[config.mk]
export PLATFORM = sky130hd
export DESIGN_NAME = bpa_ctrl
export DESIGN_NICKNAME = d
export VERILOG_FILES = /design/src/rtl/bpa_pkg.sv /design/src/rtl/bpa_ctrl.sv
export SDC_FILE = /design/constraint.sdc
export NUM_CORES = 1
export LEC_CHECK = 0
export BUFFER_PORTS_ARGS = -buffer_cell sky130_fd_sc_hd__clkbuf_2
export CORE_MARGIN = 10
export CORE_UTILIZATION = 54
export CTS_CLUSTER_DIAMETER = 30
export DETAILED_ROUTE_END_ITERATION = 8
export GPL_TIMING_DRIVEN = 0
export PLACE_DENSITY = 0.79
export RECOVER_POWER = 50
export SLEW_MARGIN = 20
export SYNTH_ARGS = -nofsm -noshare
export SYNTH_HDL_FRONTEND = slang
export SYNTH_SLANG_ARGS = --single-unit
[constraint.sdc]
create_clock -name i_clk -period 2.07 [get_ports i_clk]
set_clock_uncertainty 0.1 [all_clocks]
set_input_delay 0.3105 -clock i_clk [delete_from_list [all_inputs] [get_ports i_clk]]
set_output_delay 0.3105 -clock i_clk [all_outputs]
set_load 0.01 [all_outputs]
[src/rtl/bpa_pkg.sv]
// Package for the buddy page allocator: codes, widths, controller states,
// datapath commands and the datapath status bundle. No dependencies.
package bpa_pkg;

    localparam int NUM_PAGES_DEF = 4096;
    localparam int ORDERS_DEF    = 11;

    // fixed port widths
    localparam int MODE_W   = 2;
    localparam int ORDER_W  = 4;
    localparam int PAGE_W   = 12;
    localparam int LIMIT_W  = 13;
    localparam int STATUS_W = 2;
    localparam int TOTAL_W  = 13;

    localparam logic [LIMIT_W-1:0] LIMIT_RST = 13'd4096;

    localparam logic [MODE_W-1:0] MODE_ADD     = 2'd0;
    localparam logic [MODE_W-1:0] MODE_ALLOC   = 2'd1;
    localparam logic [MODE_W-1:0] MODE_RELEASE = 2'd2;

    localparam logic [STATUS_W-1:0] ST_OK        = 2'd0;
    localparam logic [STATUS_W-1:0] ST_NO_BLOCK  = 2'd1;
    localparam logic [STATUS_W-1:0] ST_BAD_ORDER = 2'd2;
    localparam logic [STATUS_W-1:0] ST_BAD_PAGE  = 2'd3;

    localparam logic [1:0] KIND_UNUSED = 2'd0;
    localparam logic [1:0] KIND_FREE   = 2'd1;
    localparam logic [1:0] KIND_HEAD   = 2'd2;
    localparam logic [1:0] KIND_ELEM   = 2'd3;

    typedef enum logic [4:0] {
        S_CLEAR, S_IDLE, S_CARVE_SIZE, S_SCAN_RD, S_SCAN_CHK, S_FILL_FREE,
        S_PUSH1, S_PUSH2, S_CARVE_NEXT, S_SEARCH, S_UNLINK_RD, S_UNLINK_A,
        S_UNLINK_B, S_ALLOC_SET, S_FILL_ALLOC, S_SPLIT, S_REL_RD, S_REL_CHK,
        S_MERGE_RD, S_MERGE_TEST, S_MERGE_STEP, S_REL_SET, S_DONE
    } t_state;

    typedef enum logic [4:0] {
        OP_NONE, OP_CLEAR, OP_LOAD_ADD, OP_LOAD_ALLOC, OP_LOAD_REL, OP_LOAD_NOP,
        OP_CARVE_SIZE, OP_SCAN_RD, OP_SCAN_CHK, OP_FILL_FREE, OP_FILL_ALLOC,
        OP_PUSH1, OP_PUSH2, OP_CARVE_NEXT, OP_SEARCH, OP_UNLINK_RD, OP_UNLINK_A,
        OP_UNLINK_B, OP_ALLOC_SET, OP_SPLIT, OP_REL_RD, OP_REL_CHK, OP_MERGE_RD,
        OP_MERGE_STEP, OP_REL_SET
    } t_dp_op;

    typedef struct packed {
        logic range_ok;
        logic req_bad;
        logic first_bad;
        logic clr_last;
        logic kind_unused;
        logic kind_head;
        logic cnt_last;
        logic head_ok;
        logic ord_last;
        logic split_need;
        logic carve_end;
        logic can_merge;
        logic buddy_free;
    } t_dp_stat;

endpackage

[src/rtl/bpa_ctrl.sv]
// Controller state machine of the buddy page allocator: sequences the
// datapath commands per transaction. Uses bpa_pkg.
module bpa_ctrl import bpa_pkg::*; (
    input  logic              i_clk,
    input  logic              i_rst_n,
    input  logic              i_start,
    input  logic [MODE_W-1:0] i_mode,
    input  t_dp_stat          i_stat,
    output t_dp_op            o_op,
    output logic              o_busy,
    output logic              o_done
);
    t_state             r_state, n_state;
    logic [MODE_W-1:0]  r_mode, n_mode;

    always_ff @(posedge i_clk) begin
        if (!i_rst_n) begin
            r_state <= S_CLEAR;
            r_mode  <= MODE_ADD;
        end else begin
            r_state <= n_state;
            r_mode  <= n_mode;
        end
    end

    always_comb begin
        n_state = r_state;
        n_mode  = r_mode;
        o_op    = OP_NONE;
        case (r_state)
            S_CLEAR: begin
                o_op = OP_CLEAR;
                if (i_stat.clr_last) n_state = S_IDLE;
            end
            S_IDLE: begin
                if (i_start) begin
                    n_mode = i_mode;
                    case (i_mode)
                        MODE_ADD: begin
                            o_op    = OP_LOAD_ADD;
                            n_state = i_stat.range_ok ? S_CARVE_SIZE : S_DONE;
                        end
                        MODE_ALLOC: begin
                            o_op    = OP_LOAD_ALLOC;
                            n_state = i_stat.req_bad ? S_DONE : S_SEARCH;
                        end
                        MODE_RELEASE: begin
                            o_op    = OP_LOAD_REL;
                            n_state = i_stat.first_bad ? S_DONE : S_REL_RD;
                        end
                        default: begin
                            o_op    = OP_LOAD_NOP;
                            n_state = S_DONE;
                        end
                    endcase
                end
            end
            S_CARVE_SIZE: begin
                o_op    = OP_CARVE_SIZE;
                n_state = (r_mode == MODE_ADD) ? S_SCAN_RD : S_FILL_FREE;
            end
            S_SCAN_RD: begin
                o_op    = OP_SCAN_RD;
                n_state = S_SCAN_CHK;
            end
            S_SCAN_CHK: begin
                o_op = OP_SCAN_CHK;
                if (!i_stat.kind_unused) n_state = S_CARVE_NEXT;  // block skipped whole
                else if (i_stat.cnt_last) n_state = S_FILL_FREE;
                else n_state = S_SCAN_RD;
            end
            S_FILL_FREE: begin
                o_op = OP_FILL_FREE;
                if (i_stat.cnt_last) n_state = S_PUSH1;
            end
            S_PUSH1: begin
                o_op    = OP_PUSH1;
                n_state = S_PUSH2;
            end
            S_PUSH2: begin
                o_op    = OP_PUSH2;
                n_state = (r_mode == MODE_RELEASE) ? S_DONE : S_CARVE_NEXT;
            end
            S_CARVE_NEXT: begin
                o_op    = OP_CARVE_NEXT;
                n_state = i_stat.carve_end ? S_DONE : S_CARVE_SIZE;
            end
            S_SEARCH: begin
                o_op = OP_SEARCH;
                if (i_stat.head_ok) n_state = S_UNLINK_RD;
                else if (i_stat.ord_last) n_state = S_DONE;
            end
            S_UNLINK_RD: begin
                o_op    = OP_UNLINK_RD;
                n_state = S_UNLINK_A;
            end
            S_UNLINK_A: begin
                o_op    = OP_UNLINK_A;
                n_state = S_UNLINK_B;
            end
            S_UNLINK_B: begin
                o_op    = OP_UNLINK_B;
                n_state = (r_mode == MODE_RELEASE) ? S_MERGE_STEP : S_ALLOC_SET;
            end
            S_ALLOC_SET: begin
                o_op    = OP_ALLOC_SET;
                n_state = S_FILL_ALLOC;
            end
            S_FILL_ALLOC: begin
                o_op = OP_FILL_ALLOC;
                if (i_stat.cnt_last) n_state = S_SPLIT;
            end
            S_SPLIT: begin
                o_op    = OP_SPLIT;
                n_state = i_stat.split_need ? S_CARVE_SIZE : S_DONE;
            end
            S_REL_RD: begin
                o_op    = OP_REL_RD;
                n_state = S_REL_CHK;
            end
            S_REL_CHK: begin
                o_op    = OP_REL_CHK;
                n_state = i_stat.kind_head ? S_MERGE_RD : S_DONE;
            end
            S_MERGE_RD: begin
                o_op    = OP_MERGE_RD;
                n_state = i_stat.can_merge ? S_MERGE_TEST : S_REL_SET;
            end
            S_MERGE_TEST: begin
                n_state = i_stat.buddy_free ? S_UNLINK_RD : S_REL_SET;
            end
            S_MERGE_STEP: begin
                o_op    = OP_MERGE_STEP;
                n_state = S_MERGE_RD;
            end
            S_REL_SET: begin
                o_op    = OP_REL_SET;
                n_state = S_FILL_FREE;
            end
            S_DONE: n_state = S_IDLE;
            default: n_state = S_IDLE;
        endcase
    end

    assign o_busy = r_state != S_IDLE;
    assign o_done = r_state == S_DONE;

    a_done_single: assert property (@(posedge i_clk) disable iff (!i_rst_n)
        r_state == S_DONE |=> r_state == S_IDLE)
        else $error("result strobe not followed by idle");
    a_accept_mode: assert property (@(posedge i_clk) disable iff (!i_rst_n)
        (i_start && !o_busy) |=> r_mode == $past(i_mode))
        else $error("mode not captured at accept");
    a_release_path: assert property (@(posedge i_clk) disable iff (!i_rst_n)
        (r_state == S_MERGE_STEP || r_state == S_REL_SET) |-> r_mode == MODE_RELEASE)
        else $error("merge step outside a release");
endmodule

Yosys cells after proc, flatten, opt, wreduce, memory -nomap -nowiden --
Index checks and enable logic that the tools add are counted.
Storage, ports and cells: flip-flop bits (word level) 7, input port bits 18, output and inout port bits 7
Operators by class: equal/unequal tests 31, mux-type cells 24, reduce and logical (&&, ||, !) cells 5
Operator list (number):
- $pmux W5 S22 | 1
- $pmux W5 S21 | 1
- $mux W5 | 13
- $eq A5 B4 Y1 const B | 8
- $eq A5 B5 Y1 const B | 7
- $eq A5 B3 Y1 const B | 4
- $mux W3 | 6
- $pmux W5 S3 | 1
- $eq A5 B2 Y1 const B | 2
- $pmux W3 S3 | 1
- $ne A2 B2 Y1 const B | 4
- $eq A5 B1 Y1 const B | 1
- $logic_not A5 Y1 | 1
- $ne A5 B1 Y1 const B | 1
- $reduce_and A5 Y1 | 1
- $eq A2 B2 Y1 const B | 2
- $logic_not A2 Y1 | 2
- $mux W4 | 1
- $ne A3 B3 Y1 const B | 1
- $eq A2 B1 Y1 const B | 1
- $reduce_and A2 Y1 | 1

Logic depth before layout (Yosys ltp) --
Gate-level depths: netlist of run 1.
depth after elaboration 4, mapped depth 7, gate-level depth less buffers 6

Worst setup path after synthesis of run 1 --
Ideal clock, no wire load.
kind register to output, start reg r_state[0], end out o_op[1], data arrival time 1282 ps, setup slack 377 ps, cell stages (with the launch flop) 8, cell sequence dfxtp_1 -> buf_6 -> buf_2 -> buf_2 -> o21ai_0 -> a21oi_1 -> o32a_1 -> o21ai_0
On the way: longest elaborated chain between the ends 2, elaborated cells between the ends (all ways) 22, classes of those cells eq/ne (20); mux (1); reduce/logical (1)
Ends and longest elaborated chain:
- start, declared | RTL line bpa_ctrl.sv:13 | t_state r_state, n_state;
- start signal, assigned | RTL line bpa_ctrl.sv:21 | r_state <= n_state;
- $eq A5 B5 Y1, or another cell as far along | RTL line bpa_ctrl.sv:30 | case (r_state)
- $pmux W5 S21 * | RTL line bpa_ctrl.sv:30
- end, declared | RTL line bpa_ctrl.sv:9 | output t_dp_op o_op,
Every way passes the cells marked *; elsewhere a longest branch is shown, timed or not.

Worst setup path after layout of run 1 --
start reg r_state[1], end out o_op[0]
Same word-level chain as after synthesis.

==> results.md, run 1 <==
| Metric | Value | Unit |
| --- | --- | --- |
| Status | finished with violations | - |
| Violations in the final reports | setup timing | - |
| Netlist cell types | 53 | - |
| Sequential share of power | 21.8 | % |
| Tmin final | 2.15 | ns |
| Final count of negative-setup-slack endpoints | 1 | - |
| Insertion delay of the later-clocked pin in the worst-skew pair | 0.26 | ns |
| Cts bufs inserted | 3 | - |
| Power density over the cells | 481 | nW/µm² |
| Proportion of netlist area held by the largest area contributor | 12.3 | % |
| Hold wc startpoint | i_rst_n | - |
| Clk buf depth | 2 | - |
| Critical path launch point type | register | - |
| Max Fanout on Critical Path | 9 | - |
| First-pass detailed-route iteration total | 4 | - |
| Critical path class | reg -> out | - |
| Per-instance average area after synthesis | 6.87 | µm² |
| Leading cell type by number of instances after synthesis | a21oi_1 | - |
| DRT iter0 DRCs | 130 | - |
| Critical Path Sink Type | output port | - |
| Proportion of register bits with asynchronous set or reset after synthesis | 0 | % |
| Setup repair after global routing missed its margin | yes | - |
| Register area share after synthesis | 12.3 | % |
| Nets | 219 | - |
| Final estimated routing congestion in global placement | 1.02 | - |
| Floorplan row count | 16 | - |
| Number of cells in the design after placement | 217 | - |
| CTS tree | yes | - |
| Chip height | 65.9 | µm |
| Internal reg-to-reg setup slack | 0.26 | ns |
| Timing-limited maximum frequency | 466 | MHz |
| Most area-consuming cells after synthesis | dfxtp_1, a21oi_1, o21ai_0 | - |
| Count of flip-flops with a built-in enable after synthesis | 0 | - |
| Clock H-tree levels | 1 | - |
| Clock group share of total power | 18.5 | % |
| Cell internal pwr | 0.000419 | W |
| Final wirelength | 4060 | µm |
| Total inserted antenna cells | 0 | - |
| Setup crit start | r_state[1] | - |
| Startpoint of the worst register-to-register path | r_state[0] | - |
| Horizontal die dimension | 65.9 | µm |
| Final HPWL from detailed placement | 2870 | µm |
| Number of flip-flops and latches in the synthesized netlist | 7 | - |
| Leading area contributor after synthesis | dfxtp_1 | - |
| I/O pin count | 25 | - |
| # clock sinks | 7 | - |
| Post-route insts no fill | 227 | - |
| Part of the power in combinational logic | 59.8 | % |
| Cell types with the highest counts after synthesis | a21oi_1, nand2_1, o21ai_0 | - |
| Largest net degree at the start of global routing | 18 | - |
| Effective utilization at floorplan | 57.5 | % |
| Synth Net Count | 184 | - |
| Synthesis Warnings | 0 | - |
| Area of the mapped netlist | 1140 | µm² |
| Slew of the pin with the lowest slew margin | 0.407 | ns |
| Critical path required time | 1.66 | ns |
| Top_reg_cell synth | dfxtp_1 | - |
| First-pass GRT wire length | 6220 | µm |
| Antenna Nets Post-Route | 0 | - |
| Worst IR drop on VDD | 490 | µV |
| Pre-CTS setup slack | 0.127 | ns |
| Synthesis-to-layout area growth | 28.7 | % |
| Final WS setup | -0.0754 | ns |
| Buffer type at the clock tree root | clkbuf_4 | - |
| Routed vias | 1,510 | - |
| Core area | 1980 | µm² |
| GR Overflow Total | 0 | - |
| Slew margin rel. | 72.6 | % |
| DR vias/cell | 6.65 | - |
| Initial antenna violation count | 0 | - |
| Hold buffer count at cts | 0 | - |
| Wire per inst | 17.9 | µm |
| Full die area | 4350 | µm² |
| CP arrival | 1.73 | ns |
| Switching power as a share of total power | 40.6 | % |
| Number of cells produced by synthesis | 166 | - |
| Slew Limit Fails | 0 | - |
| Leak Pwr | 0.583 | nW |
| Share of cells above drive strength 1 | 35.5 | % |
| Switching power | 0.000286 | W |
| Maximum capacitance violations | 0 | - |
| Final hold violation count | 0 | - |
| Type of the most critical hold path | in -> reg | - |
| Global-route usage over all layers | 17.8 | % |
| Post-route clock period utilization | 104 | % |
| # DRC | 0 | - |
| Reg clk slew, reported paths | 0.06 | ns |
| Count of input and output buffers | 24 | - |
| Via count of the first global-routing pass | 1,347 | - |
-- power by group through the flow --
stage                     Clock [W]  Combinational [W]  Sequential [W]
after global routing       0.000141           0.000459        0.000155
after CTS                  0.000133           0.000347        0.000152
after global placement            0           0.000334        0.000154
after floorplan                   0           0.000242        0.000153
final                      0.000130           0.000422        0.000154
after detailed placement          0           0.000337        0.000155
-- metrics by stage --
stage          cell area (µm²)  TNS [ns]  total power (W)  hold WS (ns)  util (%)
4_1_cts                   1330         0         0.000632         0.219      67.0
3_3_place_gp              1290         0         0.000489         0.373      65.3
6_report                  1470   -0.0754         0.000706         0.217      74.0
2_1_floorplan             1140         0         0.000395         0.352         -
5_1_grt                   1470    -0.153         0.000754         0.206      74.0
3_5_place_dp              1290         0         0.000492         0.380      65.3
-- routing by layer --
layer / vias to the layer above / GRT usage, % / share of wire [%]
met5: - / 0 / 0
met3: 20 / 5.59 / 12
li1: 690 / - / -
met2: 117 / 25.4 / 44
met1: 683 / 21.8 / 40
met4: 0 / 12.8 / 4.4
-- critical path: stages, from the launching register on --
cell and delay (ns):
dfxtp_4 0.39, buf_8 0.14, inv_4 0.07, maj3_2 0.30, a32oi_1 0.21, o221ai_1 0.18, buf_2 0.18
-- layout by cell type, fill, tap and decap left out, drive strengths merged, types with 2 or more instances in the layout --
master	netlist	layout
mux2i	4	4
a21oi	18	18
nor4	5	5
nor2	9	9
a22oi	3	3
o21ai	12	12
nand2b	7	7
clkbuf	0	25
xor2	2	2
or3	3	3
a31oi	3	3
inv	8	7
nand3	4	4
nor2b	3	3
nand2	17	17
dfxtp	7	7
nand4	3	3
a211oi	4	4
nor3	8	8
o221ai	2	2
a32oi	2	2
and2b	3	3
buf	14	23
nor3b	3	3
o22ai	3	3
and2	2	2
clkinvlp	0	2
-- state kept, by name, indices dropped and copies added (netlist names) --
register,cells
r_mode,2
r_state,5
-- worst paths after layout --
path / to / depth (start not counted)
max: o_op[0] / 6
min: r_state[0] / 2
min reg2reg: r_mode[0] / 2
max reg2reg: r_state[1] / 9
-- timing repair --
item	CTS	global route
gates cloned	0	1
endpoints found under the setup margin	3	3
setup buffers	0	7
pin swaps	0	4
resized for setup	7	31
endpoints found under the hold margin	0	0
-- logic make-up after synthesis --
| family | count (synthesis) | synth area share (%) |
|---|---|---|
| xor gates and xnor gates | 2 | 1.54 |
| adders and majority gates | 1 | 0.988 |
| buffers and inverters | 23 | 12.1 |
| DFF | 7 | 12.3 |
| and+or+nand+nor | 70 | 34.8 |
| muxes | 4 | 3.51 |
| AOI/OAI and AO/OA | 59 | 34.8 |
-- area by class of cell --
cell class              count  area, µm²
plain buffers              12        146
clock buffers               4       26.3
fillers                   161        515
inverters                   9       43.8
multi-input cells         136        888
flip-flops and latches      7        146
well taps                  27       33.8
repair buffers             32        181
No activity file was read; power rests on OpenSTA's default activity.
==> run 2: changes to the inputs <==
--- a/config.mk
+++ b/config.mk
@@ -6,12 +6,12 @@
 export NUM_CORES = 1
 export LEC_CHECK = 0
 export BUFFER_PORTS_ARGS = -buffer_cell sky130_fd_sc_hd__clkbuf_2
-export CORE_MARGIN = 10
-export CORE_UTILIZATION = 54
+export CORE_MARGIN = 2
+export CORE_UTILIZATION = 50
 export CTS_CLUSTER_DIAMETER = 30
 export DETAILED_ROUTE_END_ITERATION = 8
 export GPL_TIMING_DRIVEN = 0
-export PLACE_DENSITY = 0.79
+export PLACE_DENSITY = 0.74
 export RECOVER_POWER = 50
 export SLEW_MARGIN = 20
 export SYNTH_ARGS = -nofsm -noshare
==> results.md, run 2 (synthesis results as in run 1) <==
| Metric | Value | Unit |
| --- | --- | --- |
| Leading registers by flop count | r_state x5, r_mode x2 | - |
| Antenna Nets Post-Route | 0 | - |
| Top cell by count, worst path | buf_6 | - |
| DR vias/cell | 6.59 | - |
| Full die area | 2680 | µm² |
| I/O pin count | 25 | - |
| Clk buf depth | 2 | - |
| Cts bufs inserted | 3 | - |
| Pre-CTS setup slack | 0.0993 | ns |
| Chip height | 51.7 | µm |
| Global-route usage over all layers | 29.6 | % |
| Count of input and output buffers | 24 | - |
| CTS tree | yes | - |
| Maximum capacitance violations | 0 | - |
| First-pass GRT wire length | 5980 | µm |
| Routed vias | 1,469 | - |
| Cell type of the slowest stage on the worst timing path | dfxtp_1 | - |
| Type of the most critical hold path | in -> reg | - |
| Fraction of met3 tracks used by global routing | 5.75 | % |
| Leak Pwr | 0.553 | nW |
| Most flop-heavy register | r_state | - |
| Met2 global-route usage | 47.4 | % |
| Effective utilization at floorplan | 52.0 | % |
| Clock H-tree levels | 1 | - |
| Core area | 2190 | µm² |
| Worst IR drop on VDD | 417 | µV |
| Final setup TNS | 0 | ns |
| Final WS setup | 0.0705 | ns |
| Most common cell after layout, fill and taps aside | clkbuf_2 | - |
| Total inserted antenna cells | 0 | - |
| Final wirelength | 3770 | µm |
| Buffer type at the clock tree root | clkbuf_4 | - |
| Most heavily used metal layer in global routing | met2 | - |
| Critical Path Sink Type | output port | - |
| GR Overflow Total | 0 | - |
| M1 GR Usage | 39.7 | % |
| Horizontal die dimension | 51.7 | µm |
| Synthesis-to-layout area growth | 24.0 | % |
| Final hold violation count | 0 | - |
| Share of cells above drive strength 1 | 32.8 | % |
| Post-route clock period utilization | 96.6 | % |
| Hold buffer count at cts | 0 | - |
| Via count of the first global-routing pass | 1,282 | - |
| CP arrival | 1.59 | ns |
| Wire per inst | 16.9 | µm |
| Max FFs per register | 5 | - |
| Power density over the cells | 462 | nW/µm² |
| # clock sinks | 7 | - |
| Slew of the pin with the lowest slew margin | 0.389 | ns |
| Critical path class | reg -> out | - |
| Status | finished, final reports clean | - |
| Final count of negative-setup-slack endpoints | 0 | - |
| Final estimated routing congestion in global placement | 0.973 | - |
| Insertion delay of the later-clocked pin in the worst-skew pair | 0.26 | ns |
| Max Fanout on Critical Path | 10 | - |
| # DRC | 0 | - |
| Timing-limited maximum frequency | 500 | MHz |
| Critical path launch point type | register | - |
| Most used cells in the layout excluding fill and tap cells | clkbuf_2, a21oi_1, nand2_1, o21ai_0 | - |
| DRT iter0 DRCs | 64 | - |
| Setup repair after global routing missed its margin | no | - |
| Final HPWL from detailed placement | 2760 | µm |
| Cell-by-cell trace of the critical path | buf_6 > buf_6 > maj3_2 > a32oi_2 > o221ai_1 > buf_2 | - |
| Largest stage delay on the critical path | 0.31 | ns |
| Tmin final | 2.00 | ns |
| Critical path required time | 1.66 | ns |
| Floorplan row count | 17 | - |
| Initial antenna violation count | 0 | - |
| Largest net degree at the start of global routing | 19 | - |
| First-pass detailed-route iteration total | 4 | - |
| Nets | 214 | - |
| Reg clk slew, reported paths | 0.05 | ns |
| Slew margin rel. | 73.7 | % |
| Slew Limit Fails | 0 | - |
-- run 2: changes by cell type in the layout (fill, tap and decap cells not counted), moves of 2 or more --
cell      before  now
dfxtp_2        2    0
buf_2          4    1
clkbuf_2      21   23
dfxtp_1        4    6
buf_8          3    1
-- run 2: per-stage QoR --
stage	cells	util, %	hold slack (ns)	total power, W	area [µm²]
6_report	223	64.5	0.237	0.000654	1410
2_1_floorplan	166	-	0.352	0.000395	1140
4_1_cts	221	60.8	0.229	0.000622	1330
3_3_place_gp	218	59.1	0.370	0.000486	1290
5_1_grt	223	64.5	0.226	0.000690	1410
3_5_place_dp	218	59.1	0.382	0.000490	1290
-- run 2: final timing paths --
kind / from / end / slack, ns / cells after the start
hold / removal: i_rst_n / r_state[0] / 0.24 / 2
setup reg to reg: r_state[2] / r_state[2] / 0.24 / 9
hold reg to reg: r_mode[0] / r_mode[0] / 0.40 / 2
setup / recovery: r_state[3] / o_op[0] / 0.07 / 6
-- run 2: layout make-up --
type / count / area [µm²]
flip-flops and latches: 7 / 144
plain buffers: 12 / 131
fillers: 196 / 777
inverters: 9 / 42.5
clock buffers: 4 / 26.3
repair buffers: 27 / 143
multi-input cells: 136 / 892
well taps: 28 / 35.0
-- run 2: repair_timing --
action | in CTS | in global routing
pin swaps | 0 | 2
endpoints found under the setup margin | 3 | 3
buffers inserted | 1 | 2
cloned | 0 | 0
resized for setup | 5 | 24
-- run 2: layer usage --
layer  routed length, µm  up-vias
li1                    -      681
met4                 107        0
met5                   0        -
met2                1780      109
met3                 368       15
met1                1510      664
-- run 2: critical path: cells and delay by family (launching register included) --
kind,cells,cell delay (ns)
buf+inv,3,0.45
flops,1,0.31
fa+ha+maj,1,0.31
compound gates,2,0.26
-- run 2: report_power, final --
part | switching [W] | internal [W] | total (W)
Sequential | 0.00000704 | 0.000144 | 0.000151
Clock | 0.0000536 | 0.0000738 | 0.000127
Combinational | 0.000208 | 0.000167 | 0.000375
Total | 0.000268 | 0.000385 | 0.000654
==> run 3: changes to the inputs <==
--- a/config.mk
+++ b/config.mk
@@ -6,13 +6,16 @@
 export NUM_CORES = 1
 export LEC_CHECK = 0
 export BUFFER_PORTS_ARGS = -buffer_cell sky130_fd_sc_hd__clkbuf_2
+export CELL_PAD_IN_SITES_DETAIL_PLACEMENT = 1
+export CELL_PAD_IN_SITES_GLOBAL_PLACEMENT = 2
 export CORE_MARGIN = 2
-export CORE_UTILIZATION = 50
+export CORE_UTILIZATION = 29
 export CTS_CLUSTER_DIAMETER = 30
 export DETAILED_ROUTE_END_ITERATION = 8
 export GPL_TIMING_DRIVEN = 0
-export PLACE_DENSITY = 0.74
+export PLACE_DENSITY_LB_ADDON = 0.1
 export RECOVER_POWER = 50
+export SKIP_CTS_REPAIR_TIMING = 1
 export SLEW_MARGIN = 20
 export SYNTH_ARGS = -nofsm -noshare
 export SYNTH_HDL_FRONTEND = slang
==> results.md, run 3 (synthesis results as in run 1) <==
| Metric | Value | Unit |
| --- | --- | --- |
| Critical path required time | 1.66 | ns |
| Routed vias | 1,463 | - |
| Count of input and output buffers | 24 | - |
| Final hold violation count | 0 | - |
| Largest net degree at the start of global routing | 11 | - |
| Critical path launch point type | register | - |
| Full die area | 4450 | µm² |
| Via count of the first global-routing pass | 1,391 | - |
| Buffer type at the clock tree root | clkbuf_8 | - |
| Total inserted antenna cells | 0 | - |
| Routed wl met3 | 212 | µm |
| Slew Limit Fails | 0 | - |
| # DRC | 0 | - |
| Global-route usage over all layers | 22.4 | % |
| Insertion delay of the later-clocked pin in the worst-skew pair | 0.23 | ns |
| Cts bufs inserted | 3 | - |
| Final wirelength | 4700 | µm |
| DRT iter0 DRCs | 91 | - |
| Status | finished, final reports clean | - |
| Largest stage delay on the critical path | 0.35 | ns |
| First-pass GRT wire length | 7360 | µm |
| Timing-limited maximum frequency | 498 | MHz |
| Post-route clock period utilization | 97.1 | % |
| Chip height | 66.7 | µm |
| Floorplan row count | 22 | - |
| Maximum capacitance violations | 0 | - |
| Final HPWL from detailed placement | 3490 | µm |
| Synthesis-to-layout area growth | 31.5 | % |
| Critical Path Sink Type | output port | - |
| Final estimated routing congestion in global placement | 0.843 | - |
| Wire per inst | 18.9 | µm |
| Final design utilization | 40.3 | % |
| Number of cell instances on the worst register-to-register path | 9 | - |
| DRT met1 WL | 2220 | µm |
| Slew margin rel. | 76.3 | % |
| Leak Pwr | 0.592 | nW |
| DR vias/cell | 5.88 | - |
| Max FFs per register | 5 | - |
| Cell-by-cell trace of the critical path | buf_6 > inv_2 > maj3_2 > a32oi_1 > o221ai_1 > clkbuf_2 | - |
| CP arrival | 1.60 | ns |
| Power density over the cells | 513 | nW/µm² |
| Slew of the pin with the lowest slew margin | 0.351 | ns |
| Most flop-heavy register | r_state | - |
| Share of cells above drive strength 1 | 34.3 | % |
| I/O pin count | 25 | - |
| Setup repair after global routing missed its margin | yes | - |
| Max Fanout on Critical Path | 11 | - |
| Clock H-tree levels | 1 | - |
| Leading registers by flop count | r_state x5, r_mode x2 | - |
| GR Overflow Total | 0 | - |
| Type of the most critical hold path | in -> reg | - |
| Effective utilization at floorplan | 30.7 | % |
| Reg clk slew, reported paths | 0.04 | ns |
| Final count of negative-setup-slack endpoints | 0 | - |
| Nets | 220 | - |
| Most common cell after layout, fill and taps aside | clkbuf_2 | - |
| Worst hold path depth | 2 | - |
| Initial antenna violation count | 0 | - |
| Highest metal layer with signal wires | met4 | - |
| Clk buf depth | 2 | - |
| Final setup TNS | 0 | ns |
| Met2 wire length | 2240 | µm |
| Tmin final | 2.01 | ns |
| Core area | 3720 | µm² |
| CTS tree | yes | - |
| First-pass detailed-route iteration total | 4 | - |
| Antenna Nets Post-Route | 0 | - |
| Most used cells in the layout excluding fill and tap cells | clkbuf_2, a21oi_1, nand2_1, o21ai_0 | - |
| Cell type of the slowest stage on the worst timing path | dfxtp_1 | - |
| Worst IR drop on VDD | 200 | µV |
| Critical path class | reg -> out | - |
| Horizontal die dimension | 66.7 | µm |
| # clock sinks | 7 | - |
## run 3: cell count changes in the layout (fill, tap and decap cells not counted), sizes merged
cell,before,now
buf,16,22
## run 3: final timing paths
kind	slack [ns]	to	startpoint
setup / recovery	0.06	o_op[0]	r_state[2]
hold / removal	0.25	r_state[0]	i_rst_n
setup reg to reg	0.25	r_state[2]	r_state[2]
hold reg to reg	0.39	r_mode[0]	r_mode[0]
## run 3: metal layers
metal | up-vias | GRT usage [%]
met4 | 0 | 4.34
li1 | 694 | -
met2 | 50 | 36.8
met3 | 4 | 3.38
met5 | - | 0
met1 | 715 | 31.1
## run 3: area by class of cell
class                      instances  area, µm²
tap                               48       60.1
inverter                           9       37.5
clock buffer                       4       45.0
multi-input combinational        136        878
buffer                            13        154
fill                             485       2220
sequential                         7        144
timing repair buffer              32        180
## run 3: where the power goes
| group | switching (W) | leakage (nW) | internal (W) |
|---|---|---|---|
| registers | 0.00000755 | 0.0577 | 0.000145 |
| clock network | 0.0000678 | 0.0228 | 0.000134 |
| logic | 0.000224 | 0.512 | 0.000191 |
## run 3: per-stage QoR
| step | worst slack, ns | total power [W] | cells | instance area (µm²) | hold slack [ns] |
|---|---|---|---|---|---|
| after floorplan | 0.377 | 0.000395 | 166 | 1140 | 0.352 |
| after global placement | 0.0341 | 0.000501 | 238 | 1320 | 0.372 |
| after detailed placement | 0.0368 | 0.000509 | 238 | 1320 | 0.388 |
| after CTS | -0.221 | 0.000714 | 242 | 1370 | 0.246 |
| after global routing | -0.0232 | 0.000822 | 249 | 1500 | 0.252 |
| final | 0.0601 | 0.000770 | 249 | 1500 | 0.245 |
## run 3: worst max-delay path: cells and delay by family (launching register included)
kind	cells	cell delay, ns
AO/OA/AOI/OAI	2	0.29
adder cells (fa/ha/maj)	1	0.31
buffers and inverters	3	0.42
flip-flops	1	0.35
